<file path="src/lrf_pkg.sv">
// Shared types and constants for the rectangle fill byte stream block.
// Used by the clipper, the byte sequencer and the top level; no dependencies.
package lrf_pkg;

  localparam int COORD_W = 16;
  localparam int COLOR_W = 16;

  // Request kinds carried on the input tuser bit.
  localparam logic CMD_START = 1'b0;
  localparam logic CMD_PULL  = 1'b1;

  // Configuration register indexes.
  localparam logic CFG_COL_OFFSET = 1'b0;
  localparam logic CFG_ROW_OFFSET = 1'b1;

  // Display command bytes and the zero pad byte.
  localparam logic [7:0] DCS_COL_SET   = 8'h2A;
  localparam logic [7:0] DCS_ROW_SET   = 8'h2B;
  localparam logic [7:0] DCS_MEM_WRITE = 8'h2C;
  localparam logic [7:0] PAD_BYTE      = 8'h00;

  // Header positions; the ones not listed send a zero data byte.
  localparam logic [3:0] STEP_COL_CMD   = 4'd0;
  localparam logic [3:0] STEP_COL_START = 4'd2;
  localparam logic [3:0] STEP_COL_END   = 4'd4;
  localparam logic [3:0] STEP_ROW_CMD   = 4'd5;
  localparam logic [3:0] STEP_ROW_START = 4'd7;
  localparam logic [3:0] STEP_ROW_END   = 4'd9;
  localparam logic [3:0] STEP_MEM_CMD   = 4'd10;
  localparam logic [3:0] PIXEL_PHASE    = 4'd11;

  typedef struct packed {
    logic       ok;
    logic [7:0] col_start;
    logic [7:0] col_end;
    logic [7:0] row_start;
    logic [7:0] row_end;
  } window_t;

  typedef struct packed {
    logic       valid;
    logic [7:0] data;
    logic       is_data;
    logic       last;
  } result_t;

endpackage

</file>
<file path="src/lrf_clip.sv">
// Rectangle clipper: rejects empty rectangles, clips to the panel and forms
// the window bytes and the pixel count. Pure combinational; uses lrf_pkg.
module lrf_clip import lrf_pkg::*; #(
  parameter int PANEL_WIDTH  = 128,
  parameter int PANEL_HEIGHT = 160,
  parameter int PIX_W        = $clog2(PANEL_WIDTH * PANEL_HEIGHT + 1)
) (
  input  logic signed [COORD_W-1:0] rect_x,
  input  logic signed [COORD_W-1:0] rect_y,
  input  logic signed [COORD_W-1:0] rect_width,
  input  logic signed [COORD_W-1:0] rect_height,
  input  logic [7:0]                column_offset,
  input  logic [7:0]                row_offset,
  output window_t                   win,
  output logic [PIX_W-1:0]          pixel_count
);

  // Three extra bits keep position plus length free of overflow.
  localparam int CW   = COORD_W + 3;
  localparam int WLEN = $clog2(PANEL_WIDTH + 1);
  localparam int HLEN = $clog2(PANEL_HEIGHT + 1);
  localparam int PROD_W = WLEN + HLEN;
  localparam logic signed [CW-1:0] LIM_X = CW'(PANEL_WIDTH);
  localparam logic signed [CW-1:0] LIM_Y = CW'(PANEL_HEIGHT);

  typedef struct packed {
    logic                 ok;
    logic signed [CW-1:0] first;
    logic signed [CW-1:0] last;
    logic signed [CW-1:0] len;
  } axis_t;

  function automatic axis_t clip_axis(input logic signed [CW-1:0] pos,
                                      input logic signed [CW-1:0] len,
                                      input logic signed [CW-1:0] lim);
    axis_t                r;
    logic signed [CW-1:0] p1;
    logic signed [CW-1:0] l1;
    logic signed [CW-1:0] l2;
    p1 = (pos < 0) ? '0 : pos;
    l1 = (pos < 0) ? len + pos : len;
    l2 = (p1 + l1 > lim) ? lim - p1 : l1;
    r.ok    = (len > 0) && (p1 < lim) && (l2 > 0);
    r.first = p1;
    r.last  = p1 + l2 - CW'(1);
    r.len   = l2;
    return r;
  endfunction

  axis_t             xa;
  axis_t             ya;
  logic [PROD_W-1:0] prod;

  assign xa = clip_axis(CW'(rect_x), CW'(rect_width), LIM_X);
  assign ya = clip_axis(CW'(rect_y), CW'(rect_height), LIM_Y);

  assign win.ok        = xa.ok && ya.ok;
  assign win.col_start = xa.first[7:0] + column_offset;
  assign win.col_end   = xa.last[7:0] + column_offset;
  assign win.row_start = ya.first[7:0] + row_offset;
  assign win.row_end   = ya.last[7:0] + row_offset;

  assign prod        = PROD_W'(xa.len[WLEN-1:0]) * PROD_W'(ya.len[HLEN-1:0]);
  assign pixel_count = prod[PIX_W-1:0];

endmodule

</file>
<file path="src/lrf_seq.sv">
// Byte sequencer: holds the latched window, color and pixel count, and on
// each pull request selects the next header or color byte. Uses lrf_pkg.
module lrf_seq import lrf_pkg::*; #(
  parameter int PIX_W = 15
) (
  input  logic               clk,
  input  logic               rst,
  input  logic               advance,
  input  logic               cmd,
  input  window_t            win,
  input  logic [PIX_W-1:0]   pixel_count,
  input  logic [COLOR_W-1:0] fill_color,
  output result_t            res,
  output logic               busy
);

  logic               busy_next;
  logic [3:0]         header_step;
  logic [3:0]         header_step_next;
  window_t            window;
  window_t            window_next;
  logic [COLOR_W-1:0] latched_color;
  logic [COLOR_W-1:0] latched_color_next;
  logic [PIX_W-1:0]   pixels_left;
  logic [PIX_W-1:0]   pixels_left_next;
  logic               low_byte_next;
  logic               low_byte_next_next;
  logic [PIX_W-1:0]   pixels_dec;

  assign pixels_dec = (pixels_left != '0) ? pixels_left - PIX_W'(1) : pixels_left;

  always_comb begin
    busy_next          = busy;
    header_step_next   = header_step;
    window_next        = window;
    latched_color_next = latched_color;
    pixels_left_next   = pixels_left;
    low_byte_next_next = low_byte_next;
    res                = '0;
    if (advance) begin
      if (cmd == CMD_START) begin
        // A start always drops any running stream; an empty rectangle leaves
        // the block idle.
        busy_next = win.ok;
        if (win.ok) begin
          window_next        = win;
          latched_color_next = fill_color;
          pixels_left_next   = pixel_count;
          header_step_next   = STEP_COL_CMD;
          low_byte_next_next = 1'b0;
        end
      end else if (busy) begin
        res.valid = 1'b1;
        if (header_step < PIXEL_PHASE) begin
          header_step_next = header_step + 4'd1;
          res.is_data      = 1'b1;
          res.data         = PAD_BYTE;
          unique case (header_step)
            STEP_COL_CMD: begin
              res.data    = DCS_COL_SET;
              res.is_data = 1'b0;
            end
            STEP_COL_START: res.data = window.col_start;
            STEP_COL_END:   res.data = window.col_end;
            STEP_ROW_CMD: begin
              res.data    = DCS_ROW_SET;
              res.is_data = 1'b0;
            end
            STEP_ROW_START: res.data = window.row_start;
            STEP_ROW_END:   res.data = window.row_end;
            STEP_MEM_CMD: begin
              res.data    = DCS_MEM_WRITE;
              res.is_data = 1'b0;
            end
            default: res.data = PAD_BYTE;
          endcase
        end else if (!low_byte_next) begin
          low_byte_next_next = 1'b1;
          res.is_data        = 1'b1;
          res.data           = latched_color[15:8];
        end else begin
          low_byte_next_next = 1'b0;
          pixels_left_next   = pixels_dec;
          res.is_data        = 1'b1;
          res.data           = latched_color[7:0];
          res.last           = (pixels_dec == '0);
          if (pixels_dec == '0) begin
            busy_next = 1'b0;
          end
        end
      end
    end
  end

  always_ff @(posedge clk) begin
    if (rst) begin
      busy          <= 1'b0;
      header_step   <= '0;
      window        <= '0;
      latched_color <= '0;
      pixels_left   <= '0;
      low_byte_next <= 1'b0;
    end else begin
      busy          <= busy_next;
      header_step   <= header_step_next;
      window        <= window_next;
      latched_color <= latched_color_next;
      pixels_left   <= pixels_left_next;
      low_byte_next <= low_byte_next_next;
    end
  end

endmodule

</file>
<file path="src/lcd_rect_fill_byte_stream_core.sv">
// Timing: an accepted request is held in the input register, and its byte is
// then loaded into the result register, which drives the output.
// Throughput: one request per cycle while the output is not stalled; the
// sequencer state updates once per request as it moves between the two registers.
// Reset (rst, synchronous, active high) makes the block idle with empty
// registers and sets the column offset to 2 and the row offset to 1.
module lcd_rect_fill_byte_stream_core import lrf_pkg::*; #(
  parameter int PANEL_WIDTH  = 128,
  parameter int PANEL_HEIGHT = 160
) (
  input  logic        clk,
  input  logic        rst,
  input  logic        s_tvalid,
  output logic        s_tready,
  input  logic [79:0] s_tdata,   // rect_x, rect_y, rect_width, rect_height, fill_color
  input  logic        s_tuser,   // cmd
  output logic        m_tvalid,
  input  logic        m_tready,
  output logic [7:0]  m_tdata,   // out_byte
  output logic        m_tuser,   // is_data
  output logic        m_tlast,   // last_byte
  input  logic        cfg_valid,
  output logic        cfg_ready,
  input  logic        cfg_index,
  input  logic [7:0]  cfg_data
);

  localparam int PIX_W = $clog2(PANEL_WIDTH * PANEL_HEIGHT + 1);

  logic                       in_vld;
  logic                       in_cmd;
  logic signed [COORD_W-1:0]  in_x;
  logic signed [COORD_W-1:0]  in_y;
  logic signed [COORD_W-1:0]  in_w;
  logic signed [COORD_W-1:0]  in_h;
  logic [COLOR_W-1:0]         in_color;
  logic [7:0]                 column_offset;
  logic [7:0]                 row_offset;
  logic                       fire;
  window_t                    win;
  logic [PIX_W-1:0]           pixel_count;
  result_t                    res;
  result_t                    out_reg;
  logic                       busy;

  // A request leaves the input register when the output register is free or
  // being emptied in the same cycle.
  assign fire      = in_vld && (!out_reg.valid || m_tready);
  assign s_tready  = !in_vld || fire;
  assign cfg_ready = 1'b1;

  always_ff @(posedge clk) begin
    if (rst) begin
      in_vld <= 1'b0;
    end else if (s_tready) begin
      in_vld <= s_tvalid;
    end
  end

  always_ff @(posedge clk) begin
    if (s_tvalid && s_tready) begin
      in_cmd   <= s_tuser;
      in_x     <= s_tdata[15:0];
      in_y     <= s_tdata[31:16];
      in_w     <= s_tdata[47:32];
      in_h     <= s_tdata[63:48];
      in_color <= s_tdata[79:64];
    end
  end

  always_ff @(posedge clk) begin
    if (rst) begin
      column_offset <= 8'd2;
      row_offset    <= 8'd1;
    end else if (cfg_valid) begin
      unique case (cfg_index)
        CFG_COL_OFFSET: column_offset <= cfg_data;
        CFG_ROW_OFFSET: row_offset    <= cfg_data;
        default:        column_offset <= column_offset;
      endcase
    end
  end

  lrf_clip #(
    .PANEL_WIDTH  (PANEL_WIDTH),
    .PANEL_HEIGHT (PANEL_HEIGHT),
    .PIX_W        (PIX_W)
  ) u_clip (
    .rect_x        (in_x),
    .rect_y        (in_y),
    .rect_width    (in_w),
    .rect_height   (in_h),
    .column_offset (column_offset),
    .row_offset    (row_offset),
    .win           (win),
    .pixel_count   (pixel_count)
  );

  lrf_seq #(
    .PIX_W (PIX_W)
  ) u_seq (
    .clk         (clk),
    .rst         (rst),
    .advance     (fire),
    .cmd         (in_cmd),
    .win         (win),
    .pixel_count (pixel_count),
    .fill_color  (in_color),
    .res         (res),
    .busy        (busy)
  );

  always_ff @(posedge clk) begin
    if (rst) begin
      out_reg.valid <= 1'b0;
    end else if (fire) begin
      out_reg.valid <= res.valid;
    end else if (m_tready) begin
      out_reg.valid <= 1'b0;
    end
  end

  always_ff @(posedge clk) begin
    if (fire) begin
      out_reg.data    <= res.data;
      out_reg.is_data <= res.is_data;
      out_reg.last    <= res.last;
    end
  end

  assign m_tvalid = out_reg.valid;
  assign m_tdata  = out_reg.data;
  assign m_tuser  = out_reg.is_data;
  assign m_tlast  = out_reg.last;

`ifndef SYNTHESIS
  a_start_no_result: assert property (@(posedge clk) disable iff (rst)
    fire && in_cmd == CMD_START |=> !out_reg.valid)
    else $error("start request produced a result byte");

  a_idle_pull_no_result: assert property (@(posedge clk) disable iff (rst)
    fire && in_cmd == CMD_PULL && !busy |=> !out_reg.valid)
    else $error("pull while idle produced a result byte");

  a_last_goes_idle: assert property (@(posedge clk) disable iff (rst)
    fire && res.valid && res.last |=> !busy)
    else $error("sequencer still busy after the last byte");

  a_stall_only_when_full: assert property (@(posedge clk) disable iff (rst)
    !s_tready |-> in_vld && out_reg.valid && !m_tready)
    else $error("input stalled without a blocked request");
`endif

endmodule
</file>
<file path="config.mk">
export PLATFORM = sky130hd
export DESIGN_NAME = lcd_rect_fill_byte_stream_core
export DESIGN_NICKNAME = d
export VERILOG_FILES = /design/src/lrf_pkg.sv /design/src/lrf_clip.sv /design/src/lrf_seq.sv /design/src/lcd_rect_fill_byte_stream_core.sv
export SDC_FILE = /design/constraint.sdc
export NUM_CORES = 1
export LEC_CHECK = 0
export ABC_CLOCK_PERIOD_IN_PS = 18670
export BUFFER_PORTS_ARGS = -buffer_cell sky130_fd_sc_hd__buf_4
export CAP_MARGIN = 20
export CORE_MARGIN = 2
export CORE_UTILIZATION = 53
export CTS_BUF_LIST = sky130_fd_sc_hd__clkbuf_4 sky130_fd_sc_hd__clkbuf_8
export DETAILED_ROUTE_END_ITERATION = 8
export GPL_TIMING_DRIVEN = 0
export PLACE_DENSITY = 0.82
export SKIP_CTS_REPAIR_TIMING = 1
export SLEW_MARGIN = 20
export SYNTH_ARGS = -nofsm -noshare
export SYNTH_HDL_FRONTEND = slang
export SYNTH_SLANG_ARGS = --single-unit
</file>
<file path="constraint.sdc">
create_clock -name clk -period 18.67 [get_ports clk]
set_input_delay 0.9335 -clock clk [delete_from_list [all_inputs] [get_ports clk]]
set_output_delay 0.9335 -clock clk [all_outputs]
set_load 0.02 [all_outputs]
</file>
==> results of run 1 <==
==> per-stage QoR <==
step                cells  setup WS [ns]  hold WS, ns  power, mW  instance area, µm²
CTS                  2272           7.90        0.486       2.20               17200
global route         2272           6.86        0.501       2.42               17300
global placement     2238           8.14        0.457       1.85               16700
detailed placement   2240           7.88        0.470       1.89               16800
floorplan            1749           9.77        0.449       1.57               15500
finish               2272           7.86        0.484       2.20               17300
==> logic make-up (layout without fill, tap and decap cells) <==
| logic type | after synthesis | after routing | synth area share [%] |
|---|---|---|---|
| and+or+nand+nor | 564 | 564 | 18.0 |
| buffers and inverters | 216 | 355 | 5.36 |
| xor gates and xnor gates | 75 | 75 | 4.34 |
| other | 1 | 1 | 0.0242 |
| AOI/OAI and AO/OA | 435 | 435 | 19.2 |
| muxes | 81 | 81 | 5.47 |
| DFF | 178 | 178 | 28.9 |
| adders and majority gates | 199 | 199 | 18.8 |
==> power groups by stage <==
stage / combinational, mW / clock, mW / sequential, mW
finish: 1.45 / 0.303 / 0.447
global route: 1.65 / 0.320 / 0.448
CTS: 1.45 / 0.306 / 0.446
detailed placement: 1.44 / 0 / 0.455
global placement: 1.39 / 0 / 0.455
floorplan: 1.12 / 0 / 0.449
==> worst reg2reg max path, delay by kind of cell (launching register included) <==
family	cells	cell delay [ns]
AO/OA/AOI/OAI	14	3.59
adder cells (fa/ha/maj)	6	2.69
buffers and inverters	9	2.57
AND/OR/NAND/NOR	5	0.93
flip-flops	1	0.47
XOR/XNOR	1	0.46
==> cells in the final DEF, fill, tap and decap left out, types with 52 or more instances in the layout <==
master	n
a21oi_1	108
buf_4	109
clkbuf_1	56
dfxtp_1	87
edfxtp_1	91
fa_1	55
ha_1	144
inv_1	146
mux2i_1	63
nand2_1	110
nor2_1	181
o21ai_0	74
xnor2_1	52
==> state kept, by name (all words and copies together), names as in the netlist, 4 cells and up <==
signal and count:
u_seq.latched_color 16, in_y 16, in_color 16, row_offset 8, column_offset 8, u_seq.window 32, in_h 16, m_tdata 8
in_w 16, in_x 16, u_seq.header_step 4, u_seq.pixels_left 15
==> worst max path at each step <==
stage,slack [ns],startpoint,to
after floorplan,9.77,in_y[15],u_seq.pixels_left[14]
after global placement,8.14,in_y[15],u_seq.pixels_left[14]
after detailed placement,7.88,in_y[15],u_seq.pixels_left[14]
after CTS,7.90,in_y[15],u_seq.pixels_left[14]
after global routing,6.86,in_y[15],u_seq.pixels_left[14]
final,7.86,in_y[15],u_seq.pixels_left[14]
==> routing by layer <==
metal	track usage [%]	up-vias	share of wire [%]	wire length, µm
li1	-	6593	-	-
met1	36.0	6630	44	18000
met2	43.5	584	46	18600
met3	3.87	81	6.8	2770
met4	9.79	0	3.0	1220
met5	0	-	0	0
==> cell type report <==
| type | instances | area [µm²] |
|---|---|---|
| Clock inverter | 15 | 236 |
| Tap cell | 384 | 480 |
| Clock buffer | 17 | 234 |
| Fill cell | 2476 | 11400 |
| Inverter | 148 | 556 |
| Timing Repair Buffer | 107 | 827 |
| Sequential cell | 178 | 4470 |
| Multi-Input combinational cell | 1355 | 10200 |
| Buffer | 68 | 274 |
==> results.sh, run 1 <==
export IMPL_min_from="column_offset[7]"
export IMPL_portBuffers=105
export IMPL_cts_sinks=178
export IMPL_synth_top_area_share_pct=17.7
export IMPL_synth_largest_area_cell="edfxtp_1"
export IMPL_dp_hpwl_um=32000
export IMPL_worstSetupPathType="reg -> reg"
export IMPL_r2r_end="u_seq.pixels_left[14]"
export IMPL_synthCells=1749
export IMPL_cpPeakStageDelay_ns=0.87
export IMPL_r2r_slack_ns=7.86
export IMPL_synthFlopType="edfxtp_1"
export IMPL_cpMaxStageDelayCell="o21ai_1"
export IMPL_die_w_um=175
export IMPL_finalMaxSlewViolations=0
export IMPL_fin_worst_skew_ns=0.0217
export IMPL_critical_path_depth=35
export IMPL_cap_violations=0
export IMPL_tns_ns=0
export IMPL_p_int_mw=1.19
export IMPL_grt_pass1_wl_um=66300
export IMPL_htree_levels=4
export IMPL_comb_power_share_pct=66.0
export IMPL_cts_inserted_buffers=17
export IMPL_yosys_top_cells_area="edfxtp_1, ha_1, dfxtp_1"
export IMPL_peakVddDrop_v=0.000132
export IMPL_drcViolationCount=0
export IMPL_root_buffer="clkbuf_8"
export IMPL_grt_pass1_vias=13400
export IMPL_synthArstFlopShare_pct=0
export IMPL_synth_area_um2=15500
export IMPL_die_h_um=175
export IMPL_core_area_um2=28700
export IMPL_avgRoutedWirePerCell_um=17.9
export IMPL_leakage_nw=7.19
export IMPL_area_delta_synth_final_pct=11.6
export IMPL_synth_edf_count=91
export IMPL_rsz0062_at_grt="no"
export IMPL_routed_wl_um=40600
export IMPL_synth_area_per_cell_um2=8.84
export IMPL_gp_congestion=0.924
export IMPL_holdPathStages=2
export IMPL_fin_util_pct=60.1
export IMPL_arrival_ns=11.23
export IMPL_crit_buf_inv=9
export IMPL_worstReg2RegStart="in_y[15]"
export IMPL_min_delay_worst_endpoint="column_offset[7]"
export IMPL_grt_antenna_before_repair=0
export IMPL_ant_nets=0
export IMPL_p_sw_mw=1.01
export IMPL_grt_max_degree=64
export IMPL_clkTransAtPathRegs_ns=0.11
export IMPL_ios=108
export IMPL_synthesis_nets=2043
export IMPL_crit_path_start_kind="flop"
export IMPL_clock_path_buffers=2
export IMPL_antenna_cells=0
export IMPL_yosysUniqueCellTypes=92
export IMPL_max_freq_mhz=92.5
export IMPL_status="complete, no violations"
export IMPL_viasPerCell=6.11
export IMPL_rows=62
export IMPL_yosys_warnings=0
export IMPL_endpoint_kind="flop"
export IMPL_p_clk_share_pct=13.8
export IMPL_powerDensity_nw_per_um2=128
export IMPL_via_count=13900
export IMPL_drt_initial_drc_count=1412
export IMPL_p_seq_share_pct=20.3
export IMPL_setup_violations_final=0
export IMPL_drive_gt1_share_pct=10.5
export IMPL_relSlewSlack_pct=26.6
export IMPL_dieArea_um2=30600
export IMPL_dr_pass1_iters=6
export IMPL_finalHoldViolCount=0
export IMPL_yosysSeqAreaShare_pct=28.9
export IMPL_gr_usage_all_layers_pct=26.6
export IMPL_hold_path_class="reg -> reg"
export IMPL_p_sw_share_pct=46.0
export IMPL_crit_family="compound AO/OA/AOI/OAI gates"
export IMPL_cp_max_fo=10
export IMPL_final_period_utilization_pct=57.9
export IMPL_initial_core_util_pct=53.9
export IMPL_r2r_cells=35
export IMPL_yosysMostFrequentCell="nor2_1"
export IMPL_fin_crit_ns=10.81
export IMPL_grt_overflow_total=0
export IMPL_synth_ff_latch_count=178
export IMPL_yosys_top_cells_count="nor2_1, inv_1, ha_1, nand2_1, a21oi_1"
export IMPL_clkLatencyLatePin_ns=0.51
export IMPL_worstPathRequired_ns=19.09
export IMPL_nets=2169
export IMPL_crit_top_cell="o21ai_0"
export IMPL_tightest_slew_ns=1.09
export IMPL_cts_tree="done"
Note: power is estimated with default switching activity, not from simulation.
==> inputs of run 2 (changes only) <==
--- a/config.mk
+++ b/config.mk
@@ -5,7 +5,7 @@
 export SDC_FILE = /design/constraint.sdc
 export NUM_CORES = 1
 export LEC_CHECK = 0
-export ABC_CLOCK_PERIOD_IN_PS = 18670
+export ABC_CLOCK_PERIOD_IN_PS = 10600
 export BUFFER_PORTS_ARGS = -buffer_cell sky130_fd_sc_hd__buf_4
 export CAP_MARGIN = 20
 export CORE_MARGIN = 2
==> constraint.sdc (replaced) <==
create_clock -name clk -period 10.6 [get_ports clk]
set_input_delay 0.53 -clock clk [delete_from_list [all_inputs] [get_ports clk]]
set_output_delay 0.53 -clock clk [all_outputs]
set_load 0.02 [all_outputs]
==> run 2 against run 1 <==
Maximum frequency rose by 8.5%. Clock power rose by 75%. Clock skew fell by 0.0044 ns. Non-clock buffer count did not move. Critical endpoint unchanged. Via count fell by 0.35%. Highest routed layer unchanged. Utilization rose by 0.56 points.
==> results.sh, run 2 (synthesis gave the netlist of run 1 again) <==
export IMPL_status="complete, no violations"
export IMPL_dpl_cell_count=2240
export IMPL_fin_total_pwr_mw=3.92
export IMPL_grt_antenna_before_repair=0
export IMPL_worstPathRequired_ns=11.01
export IMPL_grt_pass1_vias=13400
export IMPL_portBuffers=105
export IMPL_clkLatencyLatePin_ns=0.50
export IMPL_cp_max_fo=10
export IMPL_tns_ns=0
export IMPL_area_delta_synth_final_pct=12.6
export IMPL_comb_power_share_pct=66.4
export IMPL_clkTransAtPathRegs_ns=0.11
export IMPL_hold_path_class="in -> reg"
export IMPL_cts_sinks=178
export IMPL_fin_crit_ns=9.96
export IMPL_grt_pass1_wl_um=66300
export IMPL_drive_gt1_share_pct=11.7
export IMPL_routed_wl_um=40700
export IMPL_avgRoutedWirePerCell_um=17.9
export IMPL_initial_core_util_pct=53.9
export IMPL_final_period_utilization_pct=94.0
export IMPL_crit_path_start_kind="flop"
export IMPL_cap_violations=0
export IMPL_arrival_ns=10.38
export IMPL_gr_usage_all_layers_pct=26.6
export IMPL_p_clk_share_pct=13.5
export IMPL_dr_pass1_iters=6
export IMPL_peakVddDrop_v=0.000232
export IMPL_crit_path_start="in_x[15]"
export IMPL_fin_cells=2272
export IMPL_place_area_um2=16800
export IMPL_n_fill_cell=2435
export IMPL_cts_inserted_buffers=17
export IMPL_finalMaxSlewViolations=0
export IMPL_p_seq_share_pct=20.1
export IMPL_final_cell_mix="nor2_1, inv_1, ha_1"
export IMPL_gp_congestion=0.924
export IMPL_rows=62
export IMPL_whs_ns=0.198
export IMPL_crit_top_cell="fa_1"
export IMPL_drcViolationCount=0
export IMPL_endpoint_kind="flop"
export IMPL_htree_levels=4
export IMPL_fin_worst_skew_ns=0.0173
export IMPL_max_freq_mhz=100
export IMPL_die_w_um=175
export IMPL_powerDensity_nw_per_um2=225
export IMPL_dp_hpwl_um=32000
export IMPL_clock_path_buffers=2
export IMPL_core_area_um2=28700
export IMPL_place_ws_ns=-0.193
export IMPL_grt_max_degree=64
export IMPL_stdcell_area_um2=17400
export IMPL_viasPerCell=6.09
export IMPL_leakage_nw=7.22
export IMPL_p_sw_share_pct=45.9
export IMPL_ios=108
export IMPL_antenna_cells=0
export IMPL_cpMaxStageDelayCell="fa_1"
export IMPL_drt_initial_drc_count=1238
export IMPL_mostFrequentLayoutCell="nor2_1"
export IMPL_setup_ws_ns=0.636
export IMPL_die_h_um=175
export IMPL_ant_nets=0
export IMPL_nets=2169
export IMPL_finalHoldViolCount=0
export IMPL_worstSetupPathType="reg -> reg"
export IMPL_setup_violations_final=0
export IMPL_fin_util_pct=60.7
export IMPL_relSlewSlack_pct=19.9
export IMPL_dieArea_um2=30600
export IMPL_cpPeakStageDelay_ns=0.54
export IMPL_min_from="s_tdata[65]"
export IMPL_cts_tree="done"
export IMPL_root_buffer="clkbuf_8"
export IMPL_top_register="u_seq.window"
export IMPL_p_int_mw=2.12
export IMPL_via_count=13800
export IMPL_largest_reg_flops=32
export IMPL_tightest_slew_ns=1.19
export IMPL_worstReg2RegStart="in_x[15]"
export IMPL_grt_overflow_total=0
export IMPL_p_sw_mw=1.80
run 2: area by class of cell:
cell class                      count  area, µm²  area share [%]
Clock buffer                       17        234            1.34
Clock inverter                     15        236            1.36
Timing Repair Buffer              108        847            4.86
Buffer                             67        278            1.59
Tap cell                          384        480            2.76
Inverter                          148        556            3.19
Multi-Input combinational cell   1355      10300            59.2
Sequential cell                   178       4470            25.7
run 2: worst max-delay path, delay by kind of cell, from the launching register on:
kind	cells	cell delay [ns]
flip-flops	1	0.50
AO/OA/AOI/OAI	13	3.36
multiplexers	1	0.24
adder cells (fa/ha/maj)	6	2.82
buffers and inverters	7	1.59
XOR/XNOR	1	0.46
AND/OR/NAND/NOR	4	0.87
run 2: worst paths after layout:
kind,end,slack (ns),cells after the start
worst max-delay path,u_seq.pixels_left[14],0.64,32
worst min-delay path,in_color[1],0.20,1
worst max register to register,u_seq.pixels_left[14],0.64,32
worst min register to register,column_offset[7],0.48,2
run 2: power by group through the flow:
stage	combinational, mW	clock (mW)	sequential (mW)
after global placement	2.45	0	0.802
after floorplan	1.97	0	0.790
after detailed placement	2.53	0	0.801
after CTS	2.55	0.538	0.786
final	2.60	0.531	0.787
after global routing	2.95	0.564	0.790
run 2: per-layer routing:
metal	vias to the layer above	part of all wire, %	GRT usage [%]
li1	6591	-	-
met1	6586	44	36.0
met2	571	46	43.5
met3	91	6.7	3.87
met4	0	3.2	9.79
met5	-	0	0
==> inputs of run 3 (changes only) <==
--- a/config.mk
+++ b/config.mk
@@ -5,7 +5,7 @@
 export SDC_FILE = /design/constraint.sdc
 export NUM_CORES = 1
 export LEC_CHECK = 0
-export ABC_CLOCK_PERIOD_IN_PS = 10600
+export ABC_CLOCK_PERIOD_IN_PS = 8100
 export BUFFER_PORTS_ARGS = -buffer_cell sky130_fd_sc_hd__buf_4
 export CAP_MARGIN = 20
 export CORE_MARGIN = 2
@@ -13,7 +13,7 @@
 export CTS_BUF_LIST = sky130_fd_sc_hd__clkbuf_4 sky130_fd_sc_hd__clkbuf_8
 export DETAILED_ROUTE_END_ITERATION = 8
 export GPL_TIMING_DRIVEN = 0
-export PLACE_DENSITY = 0.82
+export PLACE_DENSITY = 0.85
 export SKIP_CTS_REPAIR_TIMING = 1
 export SLEW_MARGIN = 20
 export SYNTH_ARGS = -nofsm -noshare
==> constraint.sdc (replaced) <==
create_clock -name clk -period 8.1 [get_ports clk]
set_input_delay 0.405 -clock clk [delete_from_list [all_inputs] [get_ports clk]]
set_output_delay 0.405 -clock clk [all_outputs]
set_load 0.02 [all_outputs]
==> run 3 against run 2 <==
The run now ends with setup timing left. First-iteration DRC count grew 8.2%. Total power grew 48%. Critical endpoint is now u_seq.pixels_left[13]. Setup slack lost 1.3 ns. Global-route usage grew 0.96 points. Wire length grew 8.8%. Die area is the same. Final cell count grew 3.0%.
==> results.sh, run 3 (synthesis gave the netlist of run 1 again) <==
export IMPL_status="finished with violations"
export IMPL_violations="setup timing"
export IMPL_finalHoldViolCount=0
export IMPL_p_sw_share_pct=46.4
export IMPL_die_h_um=175
export IMPL_routed_wl_um=44200
export IMPL_max_freq_mhz=115
export IMPL_tightest_slew_ns=1.05
export IMPL_endpoint_kind="flop"
export IMPL_worstPathRequired_ns=8.53
export IMPL_area_delta_synth_final_pct=19.7
export IMPL_grt_antenna_before_repair=2
export IMPL_r2r_end="u_seq.pixels_left[13]"
export IMPL_p_int_mw=3.11
export IMPL_grt_pass1_wl_um=68200
export IMPL_leakage_nw=7.66
export IMPL_worstSetupPathType="reg -> reg"
export IMPL_whs_ns=0.0581
export IMPL_setup_ws_ns=-0.626
export IMPL_die_w_um=175
export IMPL_fin_crit_ns=8.73
export IMPL_tns_ns=-2.75
export IMPL_comb_power_share_pct=71.0
export IMPL_p_clk_share_pct=11.3
export IMPL_rsz0062_at_grt="yes"
export IMPL_p_sw_mw=2.69
export IMPL_ios=108
export IMPL_grt_pass1_vias=13900
export IMPL_dr_pass1_iters=7
export IMPL_portBuffers=105
export IMPL_finalMaxSlewViolations=0
export IMPL_dieArea_um2=30600
export IMPL_cts_sinks=178
export IMPL_largest_reg_flops=32
export IMPL_cap_violations=0
export IMPL_grt_max_degree=64
export IMPL_root_buffer="clkbuf_8"
export IMPL_crit_path_start_kind="flop"
export IMPL_r2r_slack_ns=-0.63
export IMPL_crit_buf_inv=7
export IMPL_cts_tree="done"
export IMPL_hold_path_class="in -> reg"
export IMPL_crit_path_end="u_seq.pixels_left[13]"
export IMPL_core_area_um2=28700
export IMPL_peakVddDrop_v=0.000313
export IMPL_clkLatencyLatePin_ns=0.52
export IMPL_rows=62
export IMPL_cpMaxStageDelayCell="fa_1"
export IMPL_wl_met3_um=3380
export IMPL_drive_gt1_share_pct=18.7
export IMPL_final_period_utilization_pct=108
export IMPL_powerDensity_nw_per_um2=313
export IMPL_wl_met2_um=20900
export IMPL_drcViolationCount=0
export IMPL_wl_met1_um=18400
export IMPL_htree_levels=4
export IMPL_ant_nets=0
export IMPL_cts_inserted_buffers=17
export IMPL_dpl_cell_count=2240
export IMPL_crit_path_start="in_h[0]"
export IMPL_viasPerCell=6.19
export IMPL_nets=2236
export IMPL_fin_worst_skew_ns=0.0230
export IMPL_top_register="u_seq.window"
export IMPL_clock_path_buffers=2
export IMPL_relSlewSlack_pct=29.2
export IMPL_p_seq_share_pct=17.7
export IMPL_via_count=14500
export IMPL_grt_overflow_total=0
export IMPL_arrival_ns=9.16
export IMPL_drt_initial_drc_count=1339
export IMPL_fin_cells=2340
export IMPL_worstReg2RegStart="in_h[0]"
export IMPL_cp_max_fo=7
export IMPL_place_ws_ns=-1.39
export IMPL_gr_usage_all_layers_pct=27.6
export IMPL_initial_core_util_pct=53.9
export IMPL_clkTransAtPathRegs_ns=0.11
export IMPL_mostFrequentLayoutCell="nor2_1"
export IMPL_dp_hpwl_um=32700
export IMPL_crit_family="adder cells"
export IMPL_critical_path_depth=40
export IMPL_final_cell_mix="nor2_1, buf_4, inv_1"
export IMPL_avgRoutedWirePerCell_um=18.9
export IMPL_setup_violations_final=8
export IMPL_cpPeakStageDelay_ns=0.53
export IMPL_r2r_cells=40
export IMPL_gp_congestion=0.915
export IMPL_highest_layer="met5"
run 3: cell count changes in the layout (fill, tap and decap cells not counted), sizes merged:
cell	delta
clkinv	-1
buf	+74
bufinv	-2
clkbuf	-7
inv	+3
diode	+1
run 3: area by class of cell:
type | instances | area, µm²
Tap cell | 384 | 480
Fill cell | 2249 | 10200
Antenna cell | 1 | 2.50
Multi-Input combinational cell | 1355 | 10800
Clock buffer | 17 | 234
Clock inverter | 15 | 199
Inverter | 148 | 556
Sequential cell | 178 | 4470
Buffer | 62 | 287
Timing Repair Buffer | 180 | 1460
run 3: worst min-delay path by stage:
stage / start / cells after the start / end / slack, ns
after floorplan: column_offset[7] / 2 / column_offset[7] / 0.45
after global placement: u_seq.pixels_left[5] / 2 / u_seq.pixels_left[5] / 0.47
after detailed placement: u_seq.pixels_left[5] / 2 / u_seq.pixels_left[5] / 0.47
after CTS: s_tdata[69] / 1 / in_color[5] / 0.04
after global routing: s_tdata[69] / 1 / in_color[5] / 0.04
final: s_tuser / 1 / in_cmd / 0.06
run 3: power groups by stage:
stage	combinational (mW)	sequential [mW]	clock, mW
finish	4.11	1.03	0.653
global route	4.54	1.03	0.691
CTS	3.58	1.03	0.656
detailed placement	3.54	1.05	0
global placement	3.39	1.05	0
floorplan	2.73	1.03	0
run 3: metrics by stage:
stage / util, % / cell area (µm²) / total power, mW
floorplan: - / 15700 / 3.77
global placement: 59.3 / 17000 / 4.44
detailed placement: 59.4 / 17100 / 4.59
CTS: 60.9 / 17500 / 5.27
global route: 64.5 / 18500 / 6.27
finish: 64.5 / 18500 / 5.80
run 3: metal layers:
| metal | global-route usage (%) | vias up |
|---|---|---|
| li1 | - | 6738 |
| met1 | 35.9 | 6969 |
| met2 | 45.3 | 652 |
| met3 | 5.03 | 119 |
| met4 | 11.6 | 2 |
| met5 | 0 | - |
